File: src/rtl/core/assert_macros.svh
// Assertion macros shared by the fault log RTL.
// No dependencies; included by the top level.
`ifndef ASSERT_MACROS_SVH
`define ASSERT_MACROS_SVH

// cond in a cycle implies prop in the same cycle
`define ASSERT_SAME_CYCLE(label, clk, rst, cond, prop) \
  label: assert property (@(posedge clk) disable iff (rst) (cond) |-> (prop)) \
    else $error("assertion failed");

// cond in a cycle implies prop in the next cycle
`define ASSERT_NEXT_CYCLE(label, clk, rst, cond, prop) \
  label: assert property (@(posedge clk) disable iff (rst) (cond) |=> (prop)) \
    else $error("assertion failed");

`endif

File: src/rtl/core/flt_pkg.sv
// Fault log package: constants, opcodes and shared structs.
// No dependencies.
`default_nettype none

package flt_pkg;

  localparam int TABLE_ENTRIES_DEF = 32;

  localparam logic [31:0] STAMP_MAX        = 32'hFFFF_FFFF;
  localparam logic [7:0]  SYSTEM_CHANNEL   = 8'hFF;
  localparam logic [31:0] TIMEOUT_RST      = 32'd1000;
  localparam logic [7:0]  TIMEOUT_CODE_RST = 8'd1;

  localparam logic [2:0] OP_SET       = 3'd0;
  localparam logic [2:0] OP_CLEAR     = 3'd1;
  localparam logic [2:0] OP_QUERY     = 3'd2;
  localparam logic [2:0] OP_HEARTBEAT = 3'd3;
  localparam logic [2:0] OP_CHECK     = 3'd4;

  localparam logic [1:0] FAN_NONE    = 2'd0;
  localparam logic [1:0] FAN_FORCE   = 2'd1;
  localparam logic [1:0] FAN_RELEASE = 2'd2;

  localparam logic REG_TIMEOUT = 1'b0;
  localparam logic REG_CODE    = 1'b1;

  typedef struct packed {
    logic [7:0]  code;
    logic [7:0]  chan;
    logic [31:0] stamp;
  } entry_t;

  typedef struct packed {
    logic code_eq;
    logic chan_eq;
    logic stamp_lt;
  } match_t;

  typedef struct packed {
    logic rd_en;
    logic wr_en;
    logic clr_en;
  } tbl_ctl_t;

endpackage

`default_nettype wire

File: src/rtl/core/fault_log_table_with_heartbeat.sv
// A set, or a check that declares the link lost, scans the table one entry per cycle through
// the single table read port and compare unit, then passes the write and done states; a clear,
// query or recovering heartbeat scans, then goes to the done state; others go straight to it.
// Throughput: one item at a time; the next is accepted the cycle after its result is loaded
// into the output register, which waits while an earlier result is stalled. Reset (rst,
// synchronous) clears active bits, link state, last heartbeat and config to defaults.
`default_nettype none

`include "assert_macros.svh"

module fault_log_table_with_heartbeat #(
  parameter int TABLE_ENTRIES = flt_pkg::TABLE_ENTRIES_DEF
) (
  input  logic        clk,
  input  logic        rst,
  input  logic        in_valid,
  output logic        in_stall,
  input  logic [2:0]  opcode,
  input  logic [7:0]  fault_code,
  input  logic [7:0]  channel,
  input  logic [31:0] now_ms,
  output logic        out_valid,
  input  logic        out_stall,
  output logic        present,
  output logic        evicted,
  output logic [5:0]  active_count,
  output logic        link_lost,
  output logic [1:0]  fan_action,
  input  logic        psel,
  input  logic        penable,
  input  logic        pwrite,
  input  logic [2:0]  paddr,
  input  logic [31:0] pwdata,
  output logic [31:0] prdata,
  output logic        pready
);
  import flt_pkg::*;

  localparam int IdxW = $clog2(TABLE_ENTRIES);
  localparam int CntW = $clog2(TABLE_ENTRIES + 1);
  localparam logic [5:0] FULL_CNT = 6'(TABLE_ENTRIES);

  logic [31:0] timeout_ms;
  logic [7:0]  timeout_code;

  tbl_ctl_t          ctl;
  logic [IdxW-1:0]   rd_addr;
  logic [IdxW-1:0]   wr_addr;
  entry_t            wr_data;
  entry_t            rd_data;
  logic [TABLE_ENTRIES-1:0] active;
  logic [CntW-1:0]   count;

  assign pready = 1'b1;
  assign prdata = (paddr[2] == REG_TIMEOUT) ? timeout_ms : {24'b0, timeout_code};

  always_ff @(posedge clk) begin
    if (rst) begin
      timeout_ms   <= TIMEOUT_RST;
      timeout_code <= TIMEOUT_CODE_RST;
    end else if (psel && penable && pwrite && pready) begin
      if (paddr[2] == REG_TIMEOUT) begin
        timeout_ms <= pwdata;
      end else begin
        timeout_code <= pwdata[7:0];
      end
    end
  end

  flt_table #(.TABLE_ENTRIES(TABLE_ENTRIES)) u_table (
    .clk     (clk),
    .rst     (rst),
    .ctl     (ctl),
    .rd_addr (rd_addr),
    .wr_addr (wr_addr),
    .wr_data (wr_data),
    .rd_data (rd_data),
    .active  (active),
    .count   (count)
  );

  flt_seq #(.TABLE_ENTRIES(TABLE_ENTRIES)) u_seq (
    .clk          (clk),
    .rst          (rst),
    .in_valid     (in_valid),
    .in_stall     (in_stall),
    .opcode       (opcode),
    .fault_code   (fault_code),
    .channel      (channel),
    .now_ms       (now_ms),
    .out_valid    (out_valid),
    .out_stall    (out_stall),
    .present      (present),
    .evicted      (evicted),
    .active_count (active_count),
    .link_lost    (link_lost),
    .fan_action   (fan_action),
    .timeout_ms   (timeout_ms),
    .timeout_code (timeout_code),
    .ctl          (ctl),
    .rd_addr      (rd_addr),
    .wr_addr      (wr_addr),
    .wr_data      (wr_data),
    .rd_data      (rd_data),
    .active       (active),
    .count        (count)
  );

  `ASSERT_NEXT_CYCLE(a_busy_after_accept, clk, rst, in_valid && !in_stall, in_stall)
  `ASSERT_SAME_CYCLE(a_force_means_lost, clk, rst, out_valid && fan_action == FAN_FORCE, link_lost)
  `ASSERT_SAME_CYCLE(a_release_means_ok, clk, rst, out_valid && fan_action == FAN_RELEASE, !link_lost)
  `ASSERT_SAME_CYCLE(a_evict_when_full, clk, rst, out_valid && evicted, active_count == FULL_CNT && !present)

endmodule

`default_nettype wire

File: src/rtl/core/flt_table.sv
// Fault entry store: code/channel/stamp memory with registered read,
// active bits and active counter. Depends on flt_pkg.
`default_nettype none

module flt_table #(
  parameter int TABLE_ENTRIES = flt_pkg::TABLE_ENTRIES_DEF
) (
  input  logic                               clk,
  input  logic                               rst,
  input  flt_pkg::tbl_ctl_t                  ctl,
  input  logic [$clog2(TABLE_ENTRIES)-1:0]   rd_addr,
  input  logic [$clog2(TABLE_ENTRIES)-1:0]   wr_addr,
  input  flt_pkg::entry_t                    wr_data,
  output flt_pkg::entry_t                    rd_data,
  output logic [TABLE_ENTRIES-1:0]           active,
  output logic [$clog2(TABLE_ENTRIES+1)-1:0] count
);
  import flt_pkg::*;

  entry_t mem [TABLE_ENTRIES];

  always_ff @(posedge clk) begin
    if (ctl.wr_en) begin
      mem[wr_addr] <= wr_data;
    end
    if (ctl.rd_en) begin
      rd_data <= mem[rd_addr];
    end
  end

  // write marks the entry active, clear drops it; never both in one cycle
  always_ff @(posedge clk) begin
    if (rst) begin
      active <= '0;
      count  <= '0;
    end else if (ctl.wr_en) begin
      active[wr_addr] <= 1'b1;
      if (!active[wr_addr]) begin
        count <= count + 1'b1;
      end
    end else if (ctl.clr_en) begin
      active[wr_addr] <= 1'b0;
      if (active[wr_addr]) begin
        count <= count - 1'b1;
      end
    end
  end

endmodule

`default_nettype wire

File: src/rtl/core/flt_cmp.sv
// Shared compare unit: code, channel and stamp compare of one entry.
// Depends on flt_pkg.
`default_nettype none

module flt_cmp (
  input  flt_pkg::entry_t entry,
  input  logic [7:0]      key_code,
  input  logic [7:0]      key_chan,
  input  logic [31:0]     best,
  output flt_pkg::match_t match
);
  import flt_pkg::*;

  always_comb begin
    match.code_eq  = (entry.code == key_code);
    match.chan_eq  = (entry.chan == key_chan);
    match.stamp_lt = (entry.stamp < best);
  end

endmodule

`default_nettype wire

File: src/rtl/core/flt_seq.sv
// Sequencer: takes an item, scans the table through the compare unit,
// writes back and holds the result register. Depends on flt_pkg, flt_cmp.
`default_nettype none

module flt_seq #(
  parameter int TABLE_ENTRIES = flt_pkg::TABLE_ENTRIES_DEF
) (
  input  logic                               clk,
  input  logic                               rst,
  input  logic                               in_valid,
  output logic                               in_stall,
  input  logic [2:0]                         opcode,
  input  logic [7:0]                         fault_code,
  input  logic [7:0]                         channel,
  input  logic [31:0]                        now_ms,
  output logic                               out_valid,
  input  logic                               out_stall,
  output logic                               present,
  output logic                               evicted,
  output logic [5:0]                         active_count,
  output logic                               link_lost,
  output logic [1:0]                         fan_action,
  input  logic [31:0]                        timeout_ms,
  input  logic [7:0]                         timeout_code,
  output flt_pkg::tbl_ctl_t                  ctl,
  output logic [$clog2(TABLE_ENTRIES)-1:0]   rd_addr,
  output logic [$clog2(TABLE_ENTRIES)-1:0]   wr_addr,
  output flt_pkg::entry_t                    wr_data,
  input  flt_pkg::entry_t                    rd_data,
  input  logic [TABLE_ENTRIES-1:0]           active,
  input  logic [$clog2(TABLE_ENTRIES+1)-1:0] count
);
  import flt_pkg::*;

  localparam int IdxW = $clog2(TABLE_ENTRIES);
  localparam int CntW = $clog2(TABLE_ENTRIES + 1);
  localparam logic [IdxW-1:0] LAST_IDX = IdxW'(TABLE_ENTRIES - 1);

  localparam logic [1:0] S_IDLE  = 2'd0;
  localparam logic [1:0] S_SCAN  = 2'd1;
  localparam logic [1:0] S_WRITE = 2'd2;
  localparam logic [1:0] S_DONE  = 2'd3;

  localparam logic [1:0] M_SET   = 2'd0;
  localparam logic [1:0] M_CLEAR = 2'd1;
  localparam logic [1:0] M_QUERY = 2'd2;
  localparam logic [1:0] M_NONE  = 2'd3;

  logic [1:0]      state;
  logic [1:0]      mode;
  logic [7:0]      key_code;
  logic [7:0]      key_chan;
  logic [31:0]     stamp;
  logic [31:0]     last_hb;
  logic            lost;
  logic [IdxW-1:0] idx;
  logic [IdxW-1:0] cmp_idx;
  logic [IdxW-1:0] free_idx;
  logic [IdxW-1:0] pick;
  logic            issuing;
  logic            cmp_vld;
  logic            hit;
  logic            free_found;
  logic            evict;
  logic [31:0]     best;
  logic [1:0]      fan;

  logic [31:0]      elapsed;
  logic             expired;
  match_t           m;
  logic             cur_act;
  logic             last_cmp;
  logic             take;
  logic [CntW+5:0]  cnt_ext;

  flt_cmp u_cmp (
    .entry    (rd_data),
    .key_code (key_code),
    .key_chan (key_chan),
    .best     (best),
    .match    (m)
  );

  assign elapsed  = now_ms - last_hb;
  assign expired  = (elapsed > timeout_ms);
  assign cur_act  = active[cmp_idx];
  assign last_cmp = cmp_vld && (cmp_idx == LAST_IDX);
  assign take     = !out_valid || !out_stall;
  assign in_stall = (state != S_IDLE);
  assign cnt_ext  = {6'b0, count};

  always_comb begin
    ctl.rd_en  = (state == S_SCAN) && issuing;
    ctl.clr_en = (state == S_SCAN) && cmp_vld && (mode == M_CLEAR) && cur_act && m.code_eq;
    ctl.wr_en  = (state == S_WRITE) && !hit;
    rd_addr    = idx;
    wr_addr    = (state == S_WRITE) ? (free_found ? free_idx : pick) : cmp_idx;
    wr_data    = '{code: key_code, chan: key_chan, stamp: stamp};
  end

  always_ff @(posedge clk) begin
    if (rst) begin
      state     <= S_IDLE;
      lost      <= 1'b0;
      last_hb   <= '0;
      out_valid <= 1'b0;
      issuing   <= 1'b0;
      cmp_vld   <= 1'b0;
    end else begin
      case (state)
        S_IDLE: begin
          if (in_valid) begin
            mode       <= M_NONE;
            fan        <= FAN_NONE;
            hit        <= 1'b0;
            free_found <= 1'b0;
            evict      <= 1'b0;
            best       <= STAMP_MAX;
            pick       <= '0;
            idx        <= '0;
            issuing    <= 1'b1;
            cmp_vld    <= 1'b0;
            key_code   <= fault_code;
            key_chan   <= channel;
            stamp      <= now_ms;
            state      <= S_DONE;
            case (opcode)
              OP_SET: begin
                mode  <= M_SET;
                state <= S_SCAN;
              end
              OP_CLEAR: begin
                mode  <= M_CLEAR;
                state <= S_SCAN;
              end
              OP_QUERY: begin
                mode  <= M_QUERY;
                state <= S_SCAN;
              end
              OP_HEARTBEAT: begin
                last_hb <= now_ms;
                if (lost) begin
                  lost     <= 1'b0;
                  key_code <= timeout_code;
                  mode     <= M_CLEAR;
                  fan      <= FAN_RELEASE;
                  state    <= S_SCAN;
                end
              end
              OP_CHECK: begin
                if (expired && !lost) begin
                  lost     <= 1'b1;
                  key_code <= timeout_code;
                  key_chan <= SYSTEM_CHANNEL;
                  mode     <= M_SET;
                  fan      <= FAN_FORCE;
                  state    <= S_SCAN;
                end
              end
              default: begin
              end
            endcase
          end
        end
        S_SCAN: begin
          // read issue runs one entry ahead of the compare
          cmp_vld <= issuing;
          cmp_idx <= idx;
          if (issuing) begin
            if (idx == LAST_IDX) begin
              issuing <= 1'b0;
            end else begin
              idx <= idx + 1'b1;
            end
          end
          if (cmp_vld) begin
            if (cur_act && m.code_eq && (mode == M_QUERY || (mode == M_SET && m.chan_eq))) begin
              hit <= 1'b1;
            end
            if (!cur_act && !free_found) begin
              free_found <= 1'b1;
              free_idx   <= cmp_idx;
            end
            if (cur_act && m.stamp_lt) begin
              best <= rd_data.stamp;
              pick <= cmp_idx;
            end
          end
          if (last_cmp) begin
            state <= (mode == M_SET) ? S_WRITE : S_DONE;
          end
        end
        S_WRITE: begin
          if (!hit && !free_found) begin
            evict <= 1'b1;
          end
          state <= S_DONE;
        end
        S_DONE: begin
          if (take) begin
            state <= S_IDLE;
          end
        end
        default: state <= S_IDLE;
      endcase

      if (state == S_DONE && take) begin
        out_valid <= 1'b1;
      end else if (!out_stall) begin
        out_valid <= 1'b0;
      end
    end
  end

  always_ff @(posedge clk) begin
    if (state == S_DONE && take) begin
      present      <= hit;
      evicted      <= evict;
      active_count <= cnt_ext[5:0];
      link_lost    <= lost;
      fan_action   <= fan;
    end
  end

endmodule

`default_nettype wire
File: config.mk
export PLATFORM = sky130hd
export DESIGN_NAME = fault_log_table_with_heartbeat
export DESIGN_NICKNAME = d
export VERILOG_FILES = /design/src/rtl/core/flt_pkg.sv /design/src/rtl/core/fault_log_table_with_heartbeat.sv /design/src/rtl/core/flt_table.sv /design/src/rtl/core/flt_cmp.sv /design/src/rtl/core/flt_seq.sv
export VERILOG_INCLUDE_DIRS = /design/src /design/src/rtl/core
export SDC_FILE = /design/constraint.sdc
export NUM_CORES = 2
export LEC_CHECK = 0
export ABC_AREA = 1
export BUFFER_PORTS_ARGS = -buffer_cell sky130_fd_sc_hd__buf_4
export CORE_MARGIN = 4
export CORE_UTILIZATION = 25
export DETAILED_ROUTE_END_ITERATION = 12
export GPL_TIMING_DRIVEN = 0
export PLACE_DENSITY_LB_ADDON = 0.12
export SLEW_MARGIN = 10
export SYNTH_ARGS = -nofsm -noshare
export SYNTH_HDL_FRONTEND = slang
export SYNTH_SLANG_ARGS = --single-unit
File: constraint.sdc
create_clock -name clk -period 14 [get_ports clk]
set_input_delay 3.5 -clock clk [delete_from_list [all_inputs] [get_ports clk]]
set_output_delay 3.5 -clock clk [all_outputs]
set_load 0.03 [all_outputs]
==> results.yml <==
outcome:
  outcome: "finished, final reports clean"
power_and_ir_drop:
  clkPwrFrac: 0.339
  seq_power_share: 0.421
  p_int_mw: 9.96
  ir_drop_uv: 99.8
  switchingPower_mw: 5.15
  combPwrFrac: 0.240
  p_leak_nw: 29.4
  switching_share: 0.341
  power_density_nw_per_um2: 167
  p_total_mw: 15.1
logic_synthesis:
  synthMostInstantiatedCell: "edfxtp_1"
  synth_area_sq_um: 74100
  ys_dominant_reg_cell: "edfxtp_1"
  yosys.area.top_type: "edfxtp_1"
  synth_cell_types: 59
  synthesis.nets: 6175
  synthTopCellsByCount: "edfxtp_1 (1702), nor2_1 (989), o21ai_0 (908), nand2_1 (433), clkbuf_1 (273)"
  ys_warn_count: 0
  synth_top_area_frac: 0.690
  synth-edff-count: 1702
  ys_seq_area_frac: 0.722
  syn_area_per_cell_sq_um: 12.4
  synth_area_leaders: "edfxtp_1 (69%), o21ai_0 (6.1%), nor2_1 (5.0%), dfxtp_1 (3.1%), nand2_1 (2.2%)"
  ys_ff_latch: 1818
  async_flop_share: 0
  synthCells: 5976
drt:
  drtIter0Drc: 6261
  route.detailed.drc: 0
  ant_nets: 0
  highest_layer: "met5"
  wl_per_cell_um: 30.9
  drt_wl_total_um: 329000
  wl_met2_um: 150000
  route.met3.wl_um: 21400
  routedLengthMet1_um: 147000
  viasPerCell: 4.96
  via_count: 52843
  firstDrtPassIters: 5
global_routing:
  grt_pass1_wl_um: 442000
  grt_pass1_vias: 50943
  antenna_found_initial: 41
  grt_max_degree: 49
  grt_overflow: 0
  grt_usage: 0.208
final_layout:
  final_cells: 10651
  syn_to_final_growth_pct: 22.1
  finalNetCount: 6695
  fin_area_sq_um: 90400
  utilization: 0.307
  drive_gt1_frac: 0.116
timing:
  timing.fmax_mhz: 121
  worst_slew_pin_slew_ps: 1420
  fin_tns_setup_ps: 0
  hold_violations: 0
  finClkSkew_ps: 71.7
  setup_viol: 0
  drv_slew: 0
  holdWs_ps: 451
  post-route-period-util: 0.591
  rsz0062_at_grt: "no"
  period_needed_ps: 8270
  relSlewSlack: 0.0534
  finalWorstSetupSlack_ps: 5730
clock_network:
  clock-root-buffer: "clkbuf_16"
  hold_buffers: 0
  cts_buffers: 207
  cts_setup_buffers: 0
  cts_resized: 0
  clkSlewWorstSetupHoldPaths_ps: 60
  cts_tree: "built"
  clkLatencyLatePin_ps: 910
  htree_num_levels: 4
  clock-sinks: 1818
  cts.path.max_buffers: 4
setup_path:
  cp_max_fo: 10
  reg2reg_slack_ps: 8790
  cp_cell_sequence: "buf_4, clkbuf_1, clkbuf_1, nor2_1, buf_4"
  cp_data_required_time_ps: 10500
  critPathKind: "in2out"
  cp-start-kind: "primary input"
  crit_family: "buffers and inverters"
  critPathMaxStageDelay_ps: 490
  crit_path_end_kind: "output pin"
  cp_num_buf_inv: 4
  arrival_ps: 4770
  slowest_stage: "clkbuf_1"
die:
  die_y_um: 552
  start_util: 0.252
  io_pins: 139
  die_area_sq_um: 305000
  coreArea_sq_um: 294000
  die_w_um: 552
  rows: 199
min_path:
  min_path_type: "reg2reg"
placed_design:
  gp_congestion: 0.854
  port_buffers: 134
  dp_slack_ps: 5240
  dp_cells: 10203
  place_area_sq_um: 84000
  dpl.hpwl_um: 239000
flow_run:
  cap_violations: 0
==> cell families (layout without fill, tap and decap cells) <==
group	Yosys count	in the layout	synth area share
flip-flops	1818	1818	0.722
AND/OR/NAND/NOR	1687	1687	0.0926
AO/OA/AOI/OAI	1678	1678	0.128
buffers and inverters	641	1308	0.0346
adder cells (fa/ha/maj)	106	106	0.0181
XOR/XNOR	45	45	0.00532
other	1	90	0.0000506
==> cell usage in the layout, fill, tap and decap left out, types with 24 or more instances in the layout <==
cell and count:
edfxtp_1 1702, nor2_1 958, o21ai_0 908, nand2_1 433, clkbuf_1 322, inv_1 255, o22ai_1 252, a21oi_1 214
clkbuf_16 209, nand3_1 153, buf_4 140, o221ai_1 131, dfxtp_1 116, ha_1 104, diode_2 89, buf_12 87
buf_2 79, buf_16 60, o21ai_1 58, a31oi_1 47, clkinv_1 44, or2_2 41, clkinv_2 35, nor2_4 33
buf_8 30, nand4_1 27, xor2_1 24
==> worst paths after layout <==
path | from | to | depth (start not counted)
hold reg to reg | u_seq.fan[0] | u_seq.fan_action[0] | 0
setup / recovery | paddr[2] | prdata[27] | 5
hold / removal | u_seq.fan[0] | u_seq.fan_action[0] | 0
setup reg to reg | u_seq.rd_addr[0] | u_table.rd_data[9] | 8
==> routing by layer <==
layer  track usage  vias up
met5             0        -
met4        0.0665        2
met3        0.0291      368
met2         0.332     2095
met1         0.292    27273
li1              -    23105
==> final cells by class <==
cell class,instances,area (sq um)
Antenna cell,89,223
Buffer,368,1540
Clock buffer,266,5450
Clock inverter,90,643
Fill cell,29907,204000
Inverter,273,1040
Multi-Input combinational cell,3517,18300
Sequential cell,1818,53400
Tap cell,3919,4900
Timing Repair Buffer,311,4860
==> power by group through the flow <==
| stage | clock (mW) | sequential, mW | combinational [mW] |
|---|---|---|---|
| after floorplan | 0 | 6.48 | 1.56 |
| after global placement | 0 | 6.69 | 3.21 |
| after detailed placement | 0 | 6.48 | 3.59 |
| after CTS | 5.22 | 6.36 | 3.60 |
| after global routing | 5.44 | 6.37 | 3.82 |
| final | 5.12 | 6.36 | 3.63 |
==> state kept, by name, summed over array words and instances, names as in the netlist, 5 cells and up, named ones only <==
signal / cells
u_table.count: 6
u_seq.rd_addr: 5
u_seq.pick: 5
u_seq.stamp: 32
u_seq.free_idx: 5
u_seq.key_code: 8
timeout_ms: 32
u_seq.best: 32
u_table.rd_data: 48
u_seq.key_chan: 8
u_table.mem: 1536
u_seq.last_hb: 32
u_seq.active_count: 6
timeout_code: 8
u_seq.cmp_idx: 5
==> worst register-to-register path, stage by stage (launching register included) <==
cell and delay (ps):
edfxtp_1 1230, buf_4 470, buf_2 330, buf_2 460
buf_2 520, nor2_1 120, o221ai_1 530, a31oi_1 500
a31oi_1 730
Power figures use the tool's default switching activity.
